### src/rtl/fcf_pkg.sv
// shared types, constants and crc helper for the firmware chunk framer
package fcf_pkg;

    localparam int unsigned CFG_W   = 11;
    localparam int unsigned QDEPTH  = 4;
    localparam int unsigned NBYTES  = 5;

    localparam logic [15:0] CRC_INIT     = 16'hFFFF;
    localparam logic [7:0]  CMD_NO_REPLY = 8'hF0;
    localparam logic [15:0] CHUNK_MORE   = 16'h0400;
    localparam logic [CFG_W-1:0] CFG_RESET = 11'd255;
    localparam logic [CFG_W-1:0] CFG_OVERHEAD = 11'd4;

    // slot order inside one command
    localparam int unsigned SLOT_HDR_HI = 0;
    localparam int unsigned SLOT_HDR_LO = 1;
    localparam int unsigned SLOT_DATA   = 2;
    localparam int unsigned SLOT_CRC_HI = 3;
    localparam int unsigned SLOT_CRC_LO = 4;

    // m_axis_tuser bit positions
    localparam int unsigned USER_FRAME_END = 0;
    localparam int unsigned USER_NO_REPLY  = 1;
    localparam int unsigned USER_ITEM_LAST = 2;
    localparam int unsigned USER_W         = 3;

    typedef enum logic [2:0] {
        PH_HDR_HI = 3'b001,
        PH_HDR_LO = 3'b010,
        PH_DATA   = 3'b100
    } t_phase;

    typedef struct packed {
        logic [NBYTES-1:0]      mask;
        logic [NBYTES-1:0][7:0] bytes;
        logic                   frame_end;
        logic                   no_reply;
    } t_cmd;

    function automatic logic [15:0] crc_byte(input logic [15:0] crc, input logic [7:0] b);
        logic [15:0] c;
        c = {crc[7:0], crc[15:8]} ^ {8'h00, b};
        c = c ^ {12'h000, c[7:4]};
        c = c ^ {c[3:0], 12'h000};
        c = c ^ {3'b000, c[7:0], 5'b00000};
        return c;
    endfunction

endpackage

### src/rtl/fcf_front.sv
// front end: parses frame headers, cuts chunks, runs the crc and queues output commands
module fcf_front #(
    parameter int unsigned FRAME_LEN_BITS = 10
) (
    input  logic                       i_clk,
    input  logic                       i_rst_n,
    input  logic                       i_valid,
    output logic                       o_ready,
    input  logic [7:0]                 i_byte,
    input  logic                       i_start,
    input  logic [fcf_pkg::CFG_W-1:0]  i_pkt_limit,
    input  logic                       i_full,
    output logic                       o_push,
    output fcf_pkg::t_cmd              o_cmd
);
    import fcf_pkg::*;

    localparam int unsigned FLB = FRAME_LEN_BITS;
    localparam int unsigned CW  = (FLB > CFG_W) ? FLB : CFG_W;

    t_phase          r_phase, n_phase;
    logic [7:0]      r_hdr_hi, n_hdr_hi;
    logic [FLB-1:0]  r_len, n_len;
    logic [FLB-1:0]  r_sent, n_sent;
    logic [CW-1:0]   r_left, n_left;
    logic [15:0]     r_crc, n_crc;
    logic            r_flag, n_flag;

    t_phase          eff_phase;
    logic            accept;
    logic [CFG_W-1:0] cap;
    logic [FLB-1:0]  remaining;
    logic            more;
    logic [CW-1:0]   clen;
    logic [15:0]     chunk_hdr;
    logic [15:0]     hdr_word;
    logic [15:0]     crc_hdr;
    logic [15:0]     hdr_full;
    logic [FLB-1:0]  new_len;
    logic            open_chunk;
    logic [15:0]     crc0, crc1;
    logic [CW-1:0]   left0, left1;
    logic [FLB-1:0]  sent1;
    logic            done;
    logic            close_chunk;
    logic            cmd_flag;

    assign o_ready   = !i_full;
    assign accept    = i_valid && !i_full;
    assign eff_phase = i_start ? PH_HDR_HI : r_phase;

    assign cap       = (i_pkt_limit > CFG_OVERHEAD) ? (i_pkt_limit - CFG_OVERHEAD)
                                                    : CFG_W'(1);
    assign remaining = r_len - r_sent;
    assign more      = CW'(remaining) > CW'(cap);
    assign clen      = more ? CW'(cap) : CW'(remaining);
    assign chunk_hdr = 16'(clen[FLB-1:0]) | (more ? CHUNK_MORE : 16'h0000);
    assign hdr_word  = (eff_phase == PH_HDR_LO) ? 16'h0000 : chunk_hdr;
    assign crc_hdr   = crc_byte(crc_byte(CRC_INIT, hdr_word[15:8]), hdr_word[7:0]);
    assign hdr_full  = {r_hdr_hi, i_byte};
    assign new_len   = hdr_full[FLB-1:0];

    assign open_chunk  = (r_left == '0);
    assign crc0        = open_chunk ? crc_hdr : r_crc;
    assign left0       = open_chunk ? clen : r_left;
    assign crc1        = crc_byte(crc0, i_byte);
    assign left1       = (left0 != '0) ? (left0 - CW'(1)) : '0;
    assign sent1       = r_sent + FLB'(1);
    assign done        = sent1 >= r_len;
    assign close_chunk = (left1 == '0) || done;
    assign cmd_flag    = (r_sent == '0) ? (i_byte == CMD_NO_REPLY) : r_flag;

    always_comb begin
        n_phase  = r_phase;
        n_hdr_hi = r_hdr_hi;
        n_len    = r_len;
        n_sent   = r_sent;
        n_left   = r_left;
        n_crc    = r_crc;
        n_flag   = r_flag;
        o_push   = 1'b0;
        o_cmd    = '0;
        o_cmd.bytes[SLOT_HDR_HI] = hdr_word[15:8];
        o_cmd.bytes[SLOT_HDR_LO] = hdr_word[7:0];
        o_cmd.bytes[SLOT_DATA]   = i_byte;
        case (eff_phase)
            PH_HDR_HI: begin
                n_hdr_hi = i_byte;
                n_phase  = PH_HDR_LO;
            end
            PH_HDR_LO: begin
                n_len  = new_len;
                n_sent = '0;
                n_left = '0;
                n_flag = 1'b0;
                if (new_len == '0) begin
                    o_push = accept;
                    o_cmd.mask = '0;
                    o_cmd.mask[SLOT_HDR_HI] = 1'b1;
                    o_cmd.mask[SLOT_HDR_LO] = 1'b1;
                    o_cmd.mask[SLOT_CRC_HI] = 1'b1;
                    o_cmd.mask[SLOT_CRC_LO] = 1'b1;
                    o_cmd.bytes[SLOT_CRC_HI] = crc_hdr[15:8];
                    o_cmd.bytes[SLOT_CRC_LO] = crc_hdr[7:0];
                    o_cmd.frame_end = 1'b1;
                    n_phase = PH_HDR_HI;
                end else begin
                    n_phase = PH_DATA;
                end
            end
            PH_DATA: begin
                o_push = accept;
                o_cmd.mask[SLOT_HDR_HI] = open_chunk;
                o_cmd.mask[SLOT_HDR_LO] = open_chunk;
                o_cmd.mask[SLOT_DATA]   = 1'b1;
                o_cmd.mask[SLOT_CRC_HI] = close_chunk;
                o_cmd.mask[SLOT_CRC_LO] = close_chunk;
                o_cmd.bytes[SLOT_CRC_HI] = crc1[15:8];
                o_cmd.bytes[SLOT_CRC_LO] = crc1[7:0];
                o_cmd.frame_end = done;
                o_cmd.no_reply  = cmd_flag;
                n_crc  = crc1;
                n_left = close_chunk ? '0 : left1;
                n_sent = sent1;
                n_flag = cmd_flag;
                if (done) begin
                    n_phase = PH_HDR_HI;
                    n_sent  = '0;
                    n_flag  = 1'b0;
                end
            end
            default: begin
                n_phase = PH_HDR_HI;
            end
        endcase
    end

    always_ff @(posedge i_clk) begin
        if (!i_rst_n) begin
            r_phase  <= PH_HDR_HI;
            r_hdr_hi <= '0;
            r_len    <= '0;
            r_sent   <= '0;
            r_left   <= '0;
            r_crc    <= CRC_INIT;
            r_flag   <= 1'b0;
        end else if (accept) begin
            r_phase  <= n_phase;
            r_hdr_hi <= n_hdr_hi;
            r_len    <= n_len;
            r_sent   <= n_sent;
            r_left   <= n_left;
            r_crc    <= n_crc;
            r_flag   <= n_flag;
        end
    end

endmodule

### src/rtl/fcf_queue.sv
// short command queue between front end and byte emitter
module fcf_queue (
    input  logic          i_clk,
    input  logic          i_rst_n,
    input  logic          i_push,
    input  fcf_pkg::t_cmd i_cmd,
    output logic          o_full,
    input  logic          i_pop,
    output logic          o_valid,
    output fcf_pkg::t_cmd o_head
);
    import fcf_pkg::*;

    localparam int unsigned PW = $clog2(QDEPTH);
    localparam int unsigned CNTW = $clog2(QDEPTH + 1);

    t_cmd            r_mem [QDEPTH];
    logic [PW-1:0]   r_wr, r_rd;
    logic [CNTW-1:0] r_count;
    logic            do_push, do_pop;

    assign o_full  = (r_count == CNTW'(QDEPTH));
    assign o_valid = (r_count != '0);
    assign o_head  = r_mem[r_rd];
    assign do_push = i_push && !o_full;
    assign do_pop  = i_pop && o_valid;

    always_ff @(posedge i_clk) begin
        if (do_push) begin
            r_mem[r_wr] <= i_cmd;
        end
    end

    always_ff @(posedge i_clk) begin
        if (!i_rst_n) begin
            r_wr    <= '0;
            r_rd    <= '0;
            r_count <= '0;
        end else begin
            if (do_push) begin
                r_wr <= r_wr + PW'(1);
            end
            if (do_pop) begin
                r_rd <= r_rd + PW'(1);
            end
            case ({do_push, do_pop})
                2'b10:   r_count <= r_count + CNTW'(1);
                2'b01:   r_count <= r_count - CNTW'(1);
                default: r_count <= r_count;
            endcase
        end
    end

endmodule

### src/rtl/fcf_back.sv
// back end: walks each queued command and emits one byte per beat into an output register
module fcf_back (
    input  logic                         i_clk,
    input  logic                         i_rst_n,
    input  logic                         i_head_valid,
    input  fcf_pkg::t_cmd                i_head,
    output logic                         o_pop,
    output logic                         o_valid,
    input  logic                         i_ready,
    output logic [7:0]                   o_data,
    output logic                         o_last,
    output logic [fcf_pkg::USER_W-1:0]   o_user
);
    import fcf_pkg::*;

    logic [NBYTES-1:0] r_sent;
    logic              r_valid;
    logic [7:0]        r_data;
    logic              r_last;
    logic [USER_W-1:0] r_user;

    logic [NBYTES-1:0] rem, pick;
    logic [7:0]        sel_byte;
    logic              is_last;
    logic              advance;
    logic              is_crc_lo;
    logic [USER_W-1:0] n_user;

    assign rem       = i_head.mask & ~r_sent;
    assign pick      = rem & (~rem + NBYTES'(1));
    assign is_last   = ((rem & ~pick) == '0);
    assign is_crc_lo = pick[SLOT_CRC_LO];
    assign advance   = i_head_valid && (!r_valid || i_ready);
    assign o_pop     = advance && is_last;

    always_comb begin
        sel_byte = '0;
        for (int i = 0; i < NBYTES; i++) begin
            sel_byte = sel_byte | (pick[i] ? i_head.bytes[i] : 8'h00);
        end
        n_user = '0;
        n_user[USER_FRAME_END] = is_crc_lo && i_head.frame_end;
        n_user[USER_NO_REPLY]  = is_crc_lo && i_head.no_reply;
        n_user[USER_ITEM_LAST] = is_last;
    end

    always_ff @(posedge i_clk) begin
        if (!i_rst_n) begin
            r_valid <= 1'b0;
            r_sent  <= '0;
        end else begin
            if (advance) begin
                r_valid <= 1'b1;
                r_sent  <= is_last ? '0 : (r_sent | pick);
            end else if (i_ready) begin
                r_valid <= 1'b0;
            end
        end
    end

    always_ff @(posedge i_clk) begin
        if (advance) begin
            r_data <= sel_byte;
            r_last <= is_crc_lo;
            r_user <= n_user;
        end
    end

    assign o_valid = r_valid;
    assign o_data  = r_data;
    assign o_last  = r_last;
    assign o_user  = r_user;

    a_crc_lo_ends_item: assert property (@(posedge i_clk) disable iff (!i_rst_n)
        r_valid && r_last |-> r_user[USER_ITEM_LAST])
        else $error("chunk end beat not marked as last of its item");

    a_sent_within_mask: assert property (@(posedge i_clk) disable iff (!i_rst_n)
        i_head_valid |-> ((r_sent & ~i_head.mask) == '0))
        else $error("emitted slot mask outside head command");

    a_sent_clear_when_empty: assert property (@(posedge i_clk) disable iff (!i_rst_n)
        !i_head_valid |-> (r_sent == '0))
        else $error("partial command progress with empty queue");

    a_pop_clears_progress: assert property (@(posedge i_clk) disable iff (!i_rst_n)
        o_pop |=> (r_sent == '0))
        else $error("slot progress not cleared after command retired");

endmodule

### src/rtl/firmware_chunk_framer_crc16.sv
// top level of the firmware chunk framer with crc-16/ccitt-false per chunk
//
//  port group   dir  beat contents
//  s_axis_*     in   tdata[7:0] image byte, tuser[0] image start
//  m_axis_*     out  tdata[7:0] header/data/crc byte, tlast chunk end,
//                    tuser[0] frame end, [1] no reply expected, [2] last of item
//  apb          in   reg 0 at 0x0: packet size limit [10:0], reset 255
//
//  one input beat is taken per cycle while the 4-entry command queue has room
//  the output register drains one byte per cycle while a command is queued and m_axis_tready
//  is high: a data byte is one beat, a chunk boundary adds two header and two crc bytes
//  synchronous active-low reset, no clearing pass
//  stalls on m_axis back up through the queue into s_axis tready only
module firmware_chunk_framer_crc16 #(
    parameter int unsigned FRAME_LEN_BITS = 10
) (
    input  logic        i_clk,
    input  logic        i_rst_n,
    input  logic        s_axis_tvalid,
    output logic        s_axis_tready,
    input  logic [7:0]  s_axis_tdata,  // [7:0] image_byte
    input  logic        s_axis_tuser,  // [0] image_start
    output logic        m_axis_tvalid,
    input  logic        m_axis_tready,
    output logic [7:0]  m_axis_tdata,  // [7:0] out_byte
    output logic        m_axis_tlast,
    output logic [fcf_pkg::USER_W-1:0] m_axis_tuser, // [0] frame_end, [1] no_reply, [2] item_last
    input  logic        psel,
    input  logic        penable,
    input  logic        pwrite,
    input  logic [2:0]  paddr,
    input  logic [31:0] pwdata,
    output logic [31:0] prdata,
    output logic        pready
);
    import fcf_pkg::*;

    logic [CFG_W-1:0] r_pkt_limit;
    logic             cfg_wr;
    logic             q_full, q_push, q_pop, q_valid;
    t_cmd             q_in, q_head;

    assign pready = 1'b1;
    assign cfg_wr = psel && penable && pwrite && pready && !paddr[2];
    assign prdata = paddr[2] ? 32'h0 : 32'(r_pkt_limit);

    always_ff @(posedge i_clk) begin
        if (!i_rst_n) begin
            r_pkt_limit <= CFG_RESET;
        end else if (cfg_wr) begin
            r_pkt_limit <= pwdata[CFG_W-1:0];
        end
    end

    fcf_front #(
        .FRAME_LEN_BITS (FRAME_LEN_BITS)
    ) u_front (
        .i_clk         (i_clk),
        .i_rst_n       (i_rst_n),
        .i_valid       (s_axis_tvalid),
        .o_ready       (s_axis_tready),
        .i_byte        (s_axis_tdata),
        .i_start       (s_axis_tuser),
        .i_pkt_limit   (r_pkt_limit),
        .i_full        (q_full),
        .o_push        (q_push),
        .o_cmd         (q_in)
    );

    fcf_queue u_queue (
        .i_clk   (i_clk),
        .i_rst_n (i_rst_n),
        .i_push  (q_push),
        .i_cmd   (q_in),
        .o_full  (q_full),
        .i_pop   (q_pop),
        .o_valid (q_valid),
        .o_head  (q_head)
    );

    fcf_back u_back (
        .i_clk        (i_clk),
        .i_rst_n      (i_rst_n),
        .i_head_valid (q_valid),
        .i_head       (q_head),
        .o_pop        (q_pop),
        .o_valid      (m_axis_tvalid),
        .i_ready      (m_axis_tready),
        .o_data       (m_axis_tdata),
        .o_last       (m_axis_tlast),
        .o_user       (m_axis_tuser)
    );

endmodule
### config.mk
export PLATFORM = sky130hd
export DESIGN_NAME = firmware_chunk_framer_crc16
export DESIGN_NICKNAME = d
export VERILOG_FILES = /design/src/rtl/fcf_pkg.sv /design/src/rtl/fcf_front.sv /design/src/rtl/fcf_queue.sv /design/src/rtl/fcf_back.sv /design/src/rtl/firmware_chunk_framer_crc16.sv
export SDC_FILE = /design/constraint.sdc
export NUM_CORES = 1
export LEC_CHECK = 0
export BUFFER_PORTS_ARGS = -buffer_cell sky130_fd_sc_hd__buf_2
export CORE_ASPECT_RATIO = 0.75
export CORE_MARGIN = 2
export CORE_UTILIZATION = 40
export CTS_BUF_LIST = sky130_fd_sc_hd__clkbuf_8 sky130_fd_sc_hd__clkbuf_16
export DETAILED_ROUTE_END_ITERATION = 16
export GPL_ROUTABILITY_DRIVEN = 0
export REMOVE_ABC_BUFFERS = 1
export SKIP_LAST_GASP = 1
export SLEW_MARGIN = 20
export SYNTH_ARGS = -nofsm -noshare
export SYNTH_HDL_FRONTEND = slang
export SYNTH_HIERARCHICAL = 1
export SYNTH_SLANG_ARGS = --single-unit
### constraint.sdc
create_clock -name i_clk -period 14.61 [get_ports i_clk]
set_input_delay 2.922 -clock i_clk [delete_from_list [all_inputs] [get_ports i_clk]]
set_output_delay 2.922 -clock i_clk [all_outputs]
set_load 0.01 [all_outputs]
Word-level counts from Yosys, hierarchy flattened
Memories as Yosys holds them, arrays and structs flattened. A register that Yosys moved wholly into a read port is not among the register bits.
Cells that the tools add are included.
{"block": "totals", "inputBits": 51, "memories": 1, "register_bits": 89, "wordCells": 130, "mem_bits_rw": 188, "output_inout_bits": 47}
{"block": "op_classes", "n_eq_ne": 8, "addsub": 9, "n_bitwise": 24, "magnitude_cmp": 3, "n_reduce_logical": 30, "muxes": 39}
{"name": "u_queue.r_mem", "words": 4, "word_bits": 47, "rd": 1, "rd_clocked_by_memory_dff": 1, "write_ports": 1, "line": "fcf_queue.sv:17", "rtl": "t_cmd r_mem [QDEPTH];"}
{"op": "11-bit two-way mux", "count": 7}
{"op": "16-bit by 13-bit bitwise XOR with 16-bit output", "count": 3}
{"op": "16-bit bitwise XOR", "count": 3}
{"op": "16-bit by 4-bit bitwise XOR with 16-bit output", "count": 3}
{"op": "21-bit one-hot mux with 2 select lines", "count": 1}
{"op": "8-bit two-way mux", "count": 5}
{"op": "16-bit two-way mux", "count": 2}
{"op": "8-bit bitwise OR", "count": 4}
{"op": "16-bit by 8-bit bitwise XOR with 16-bit output", "count": 2}
{"op": "11-bit logical NOT", "count": 2}
{"op": "11-bit one-hot mux with 2 select lines", "count": 1}
{"op": "21-bit two-way mux", "count": 1}
{"op": "10-bit logical NOT", "count": 2}
{"op": "10-bit one-hot mux with 2 select lines", "count": 1}
{"op": "8-bit NOT with 16-bit output", "count": 1}
{"op": "10-bit by 16-bit bitwise OR with 16-bit output", "count": 1}
{"op": "5-bit bitwise AND", "count": 3}
{"op": "5-bit NOT", "count": 3}
{"op": "10-bit by 11-bit greater-than comparator with 1-bit output", "count": 1}
{"op": "11-bit by 3-bit greater-than comparator with 1-bit output (second input constant)", "count": 1}
{"op": "11-bit nonzero test", "count": 1}
{"op": "11-bit by 1-bit subtractor with 11-bit output (second input constant)", "count": 1}
{"op": "11-bit by 3-bit subtractor with 11-bit output (second input constant)", "count": 1}
{"op": "10-bit by 1-bit adder with 10-bit output (second input constant)", "count": 1}
{"op": "other kinds (29)", "count": 62}

Depth between registers and ports, before layout
{"block": "logic_depth", "depth_word": 20, "mapped_depth": 30, "ltp_nobuf": 26}

Modules after synthesis
The synthesis kept the hierarchy.
{"module": "fcf_queue", "n_inst": 1, "area_per_inst_um2": 7297.0, "cells_per_inst": 297, "seq_area_each_um2": 5825.6}
{"module": "fcf_front", "n_inst": 1, "area_per_inst_um2": 5527.8, "cells_per_inst": 742, "seq_area_each_um2": 1061.0}
{"module": "fcf_back", "n_inst": 1, "area_per_inst_um2": 1034.7, "cells_per_inst": 79, "seq_area_each_um2": 480.5}
{"module": "firmware_chunk_framer_crc16", "n_inst": 1, "area_per_inst_um2": 743.2, "cells_per_inst": 84, "seq_area_each_um2": 220.2}

Least setup slack after synthesis
OpenSTA, ideal clock, no wires.
{"block": "synth_path", "kind": "in2out", "start": "input port paddr[2]", "end": "output port prdata[0]", "n_path_buf": 1, "required_time_ns": 11.688, "setup_slack_ns": 8.422, "stages": 2, "arrival_time_ns": 3.266, "path_cell_list": "buf_2 -> nor2b_1"}
{"block": "synth_via", "elab_chain_cells": 1}
{"item": "start: declaration", "line": "firmware_chunk_framer_crc16.sv:31", "rtl": "input logic [2:0] paddr,"}
{"item": "11-bit two-way mux", "line": "firmware_chunk_framer_crc16.sv:45", "rtl": "assign prdata = paddr[2] ? 32'h0 : 32'(r_pkt_limit);"}
{"item": "end: declaration", "line": "firmware_chunk_framer_crc16.sv:33", "rtl": "output logic [31:0] prdata,"}
No other way between the ends.

Worst setup path in the final report
{"block": "layout_path", "start": "register u_front.r_sent[0]", "end": "memory u_queue/r_mem[0][46] (netlist name), data pin"}
{"block": "layout_via", "elab_chain_cells": 9, "word_cells_on_any_way": 12, "cone_classes": "add/sub: 3; order compare: 2; mux: 4; reduce/logical: 3"}
{"item": "start: declaration", "line": "fcf_front.sv:24", "rtl": "logic [FLB-1:0] r_sent, n_sent;"}
{"item": "start signal: assignment", "line": "fcf_front.sv:151", "rtl": "r_sent <= n_sent;"}
{"item": "10-bit subtractor", "line": "fcf_front.sv:54", "rtl": "assign remaining = r_len - r_sent;"}
{"item": "10-bit by 11-bit greater-than comparator with 1-bit output", "line": "fcf_front.sv:55", "rtl": "assign more = CW'(remaining) > CW'(cap);"}
{"item": "11-bit two-way mux", "line": "fcf_front.sv:56", "rtl": "assign clen = more ? CW'(cap) : CW'(remaining);"}
{"item": "11-bit two-way mux", "line": "fcf_front.sv:65", "rtl": "assign left0 = open_chunk ? clen : r_left;"}
{"item": "11-bit by 1-bit subtractor with 11-bit output / 11-bit nonzero test (equally long branches)", "line": "fcf_front.sv:67", "rtl": "assign left1 = (left0 != '0) ? (left0 - CW'(1)) : '0;"}
{"item": "11-bit two-way mux", "line": "fcf_front.sv:67"}
{"item": "11-bit logical NOT", "line": "fcf_front.sv:70", "rtl": "assign close_chunk = (left1 == '0) || done;"}
{"item": "1-bit logical OR *", "line": "fcf_front.sv:70"}
{"item": "21-bit one-hot mux with 2 select lines *", "line": "fcf_front.sv:86", "rtl": "case (eff_phase)"}
{"item": "end: declaration", "line": "fcf_queue.sv:17"}
Mark *: on every way between the ends. The rest lies on a longest branch, timed or not.

==> metrics.md <==
| Metric | Value |
|---|---|
| Number of global-route vias before repair | 9267 |
| Initial Utilization | 40.7% |
| Post-Route Setup TNS | 0 ns |
| Cell count after synthesis | about 1.2k |
| Tcrit/Tclk final | 48.5% |
| FF+latch count, synth | 279 |
| TritonRoute pass-1 iters | 7 |
| Crit Path Category | reg2reg |
| Syn avg cell area | 12.1 µm² |
| Area grow syn2layout | 9.72% |
| Final wirelength | about 34000 µm |
| CP peak stage delay | 0.66 ns |
| Root buf cell | clkbuf_16 |
| Net switching power figure | 0.000436 W |
| DRT iter0 DRCs | 953 |
| Actual slew at the worst max-slew pin | around 0.86 ns |
| Antenna violations before repair | 0 |
| Status | complete, no violations |
| Post-CTS Setup Bufs | 0 |
| Hold Path Class | reg2reg |
| Total CTS buffers | 29 |
| Combinational share of power | 10.5% |
| R2R Path End | u_queue/r_mem[0][46]$_DFFE_PP_ |
| Core area | around 0.036 mm² |
| Remaining Overflow, GRT | 0 |
| WP data arrival | 7.35 ns |
| FP Rows | 60 |
| Mapped cell area | ~0.015 mm² |
| Antenna viol nets, final | 0 |
| # IOs | 98 |
| Post-synth ARST share | 0% |
| Hold_sp | u_front/r_flag$_SDFFE_PN0P_ |
| Crit-path cells | ha_1, inv_1, fa_1, a21o_1, nand4_1, a211oi_1, a211oi_1, inv_1, ha_1, nand3_1, nor2_1, nand4_1, and3_1, nand2_1, nor2_1, a21oi_1, a21oi_1, ha_1, o311ai_1, a2111oi_2, xnor2_1, nor4_1, nand4_1, o211ai_1 |
| Main flop type after synthesis | edfxtp_1 |
| Worst Setup End Kind | flop |
| Final setup margin | 7.53 ns |
| Ant. Diodes | 0 |
| Die area | 0.0381 mm² |
| H-Tree Depth | 1 |
| Die X | between 200 and 250 µm |
| Dpl ws | between 7 and 8 ns |
| Layout cells sized above 1 | 17.4% |
| Worst Hold Path EP | u_front/r_flag$_SDFFE_PN0P_ |
| Highest-delay cell along the critical path | a211oi_1 |
| Placed wire-length estimate | roughly 23000 µm |
| DR DRC count | 0 |
| Sw Share | 24.4% |
| Synth warn | 6 |
| # hold bufs at CTS | 0 |
| Clock Skew | 0.00955 ns |
| Share of the synthesized area in the top cell type | 41.1% |
| Cts repair resizes | 0 |
| Total of max-cap violations | 0 |
| Worst-case hold slack | roughly 0.46 ns |
| Sequential share of power | 47.4% |
| Post-synthesis sequential area ratio | between 50% and 60% |
| Top cells by area, synth | edfxtp_1, dfxtp_1, mux4_2 |
| Worst relative slew slack | 42.0% |
| Clk sinks | 279 |
| GRT Overall Usage | 18.1% |
| Critical Path RT | 14.88 ns |
| Vias per cell | 5.51 |
| Clock Tree Buf Depth | 3 |
| Clk_lat worst skew | ~0.57 ns |
| Reg2Reg Depth | 24 |
| RSZ-0062 raised after global routing | false |
| Detailed-route via count | about 9.5k |
| Crit path max fanout | 16 |
| Internal power | around 0.0014 W |
| Port Buf Inserts | between 50 and 60 |
| Max rail drop VDD | 91.3 µV |
| Overall Power | 0.00179 W |
| Setup crit start kind | flop |
| Worst-path clk slew | 0.06 ns |
| Pin count of the biggest net entering global routing | 59 |
| Worst reg2reg setup slack | 7.53 ns |
| Number of synthesized flops with an enable pin | 200 |
| Setup violators final | 0 |
| Clock network fraction of total power | 42.0% |
| P_leak | 5.71 nW |
| Die Y | around 170 µm |
| First-pass GRT wire length | 53500 µm |
| Layout Nets | between 1k and 1.5k |
| CTS tree | done |
| Highest Clock Rate | 0.141 GHz |
| Routed WL per cell | around 20 µm |
| Slew Viols, Final | 0 |
| Yosys cell types | 98 |
| Synth area leader | edfxtp_1 |
| Crit path time final | a little over 7 ns |
| Hold path depth | 2 |
| Final hold violation count | 0 |
| R2R Path Start | u_front/r_sent[0]$_SDFFE_PN0P_ |
| Power per cell area | 112 mW/mm² |
-- metal layers --
metal	track usage, %	vias up	wire length (µm)
met1	27.8	4681	16700
li1	-	4501	-
met2	26.5	257	14500
met4	3.71	0	550
met3	3.41	43	2120
met5	0	-	0
-- cell usage in the layout (no fill, tap or decap), types with 12 or more instances in the layout --
master and n:
a21boi_0 26, a21oi_1 45, a221o_1 17, and2_1 18, and2_2 12, buf_2 52, buf_4 18, clkbuf_16 29
conb_1 27, dfxtp_1 77, edfxtp_1 200, ha_1 40, inv_1 47, mux2i_1 21, mux4_2 47, nand2_1 104
nand2b_1 17, nand3_1 31, nor2_1 44, nor2b_1 38, nor3_1 20, o211ai_1 15, o21ai_0 42, xnor2_1 32
xor2_1 26
-- flip-flops by register name, summed over array words and instances (netlist names), 2 cells and up, named ones only --
signal            cells
u_queue/r_mem       188
u_front/r_crc        16
r_pkt_limit          11
u_front/r_left       11
u_front/r_len        10
u_front/r_sent       10
u_back/o_data         8
u_back/r_sent         5
u_back/o_user         3
u_front/r_phase       3
u_queue/r_count       3
u_front/r_hdr_hi      2
u_queue/r_rd          2
u_queue/r_wr          2
-- worst max-delay path by stage --
| stage | from | to | cells past startpoint | slack [ns] |
|---|---|---|---|---|
| 6_report | u_front/r_sent[0]$_SDFFE_PN0P_ | u_queue/r_mem[0][46]$_DFFE_PP_ | 24 | 7.53 |
| 5_1_grt | u_front/r_sent[0]$_SDFFE_PN0P_ | u_queue/r_mem[0][46]$_DFFE_PP_ | 24 | 6.92 |
| 4_1_cts | u_front/r_sent[0]$_SDFFE_PN0P_ | u_queue/r_mem[3][46]$_DFFE_PP_ | 24 | 7.56 |
| 3_5_place_dp | u_front/r_sent[0]$_SDFFE_PN0P_ | u_queue/r_mem[1][46]$_DFFE_PP_ | 24 | 7.58 |
| 3_3_place_gp | u_front/r_sent[0]$_SDFFE_PN0P_ | u_queue/r_mem[0][46]$_DFFE_PP_ | 24 | 7.65 |
| 2_1_floorplan | s_axis_tuser | u_queue/r_mem[0][0]$_DFFE_PP_ | 5 | 7.92 |
-- synth_stat cells (all sizes together) (3+ instances only) --
cell / count
a2111oi: 3
a211o: 4
a211oi: 11
a21boi: 27
a21o: 11
a21oi: 46
a221o: 17
a22o: 7
a31oi: 8
and2: 31
and3: 8
buf: 64
clkbuf: 27
conb: 3
dfxtp: 79
edfxtp: 200
ha: 40
inv: 42
mux2i: 21
mux4: 47
nand2: 104
nand2b: 18
nand3: 32
nand3b: 8
nand4: 10
nor2: 44
nor2b: 43
nor3: 23
nor3b: 11
nor4: 11
o211ai: 16
o21a: 8
o21ai: 47
o22ai: 4
o311ai: 5
o31ai: 4
o41ai: 4
or2: 5
or3: 7
or4: 3
xnor2: 32
xor2: 27
-- per-stage QoR --
step	utilization, %	instances	area [µm²]
after global routing	44.6	1722	16000
after floorplan	-	1133	14000
after global placement	41.9	1668	15000
final	44.6	1722	16000
after CTS	44.6	1722	16000
after detailed placement	41.9	1668	15000
-- power by group through the flow --
| stage | sequential (W) | combinational [W] | clock, W |
|---|---|---|---|
| finish | 0.000849 | 0.000189 | 0.000752 |
| global route | 0.000849 | 0.000209 | 0.000804 |
| CTS | 0.000849 | 0.000185 | 0.000774 |
| detailed placement | 0.000866 | 0.000184 | 0 |
| global placement | 0.000866 | 0.000182 | 0 |
| floorplan | 0.000866 | 0.000133 | 0 |
-- final cells by class --
type                    count  area, µm²
fillers                  3352      19900
flip-flops and latches    279       7590
multi-input cells         812       6310
clock buffers              33        781
well taps                 465        582
repair buffers             70        395
clock inverters            21        203
inverters                  42        158
-- critical path: cells and delay by family (launching register included) --
| kind | cells | cell delay, ns |
|---|---|---|
| AO/OA/AOI/OAI | 8 | 2.62 |
| flip-flops | 1 | 0.43 |
| adder cells (fa/ha/maj) | 4 | 1.30 |
| XOR/XNOR | 1 | 0.14 |
| AND/OR/NAND/NOR | 9 | 2.12 |
| buffers and inverters | 2 | 0.15 |
-- cells by family after synthesis --
family	count (synthesis)	synth area share, %
AO/OA/AOI/OAI	242	11.9
flip-flops	279	52.0
multiplexers	70	8.84
XOR/XNOR	60	3.74
adder cells (fa/ha/maj)	44	3.85
AND/OR/NAND/NOR	369	14.1
other	3	0.0771
buffers and inverters	135	5.58
Power figures use the tool's default switching activity.
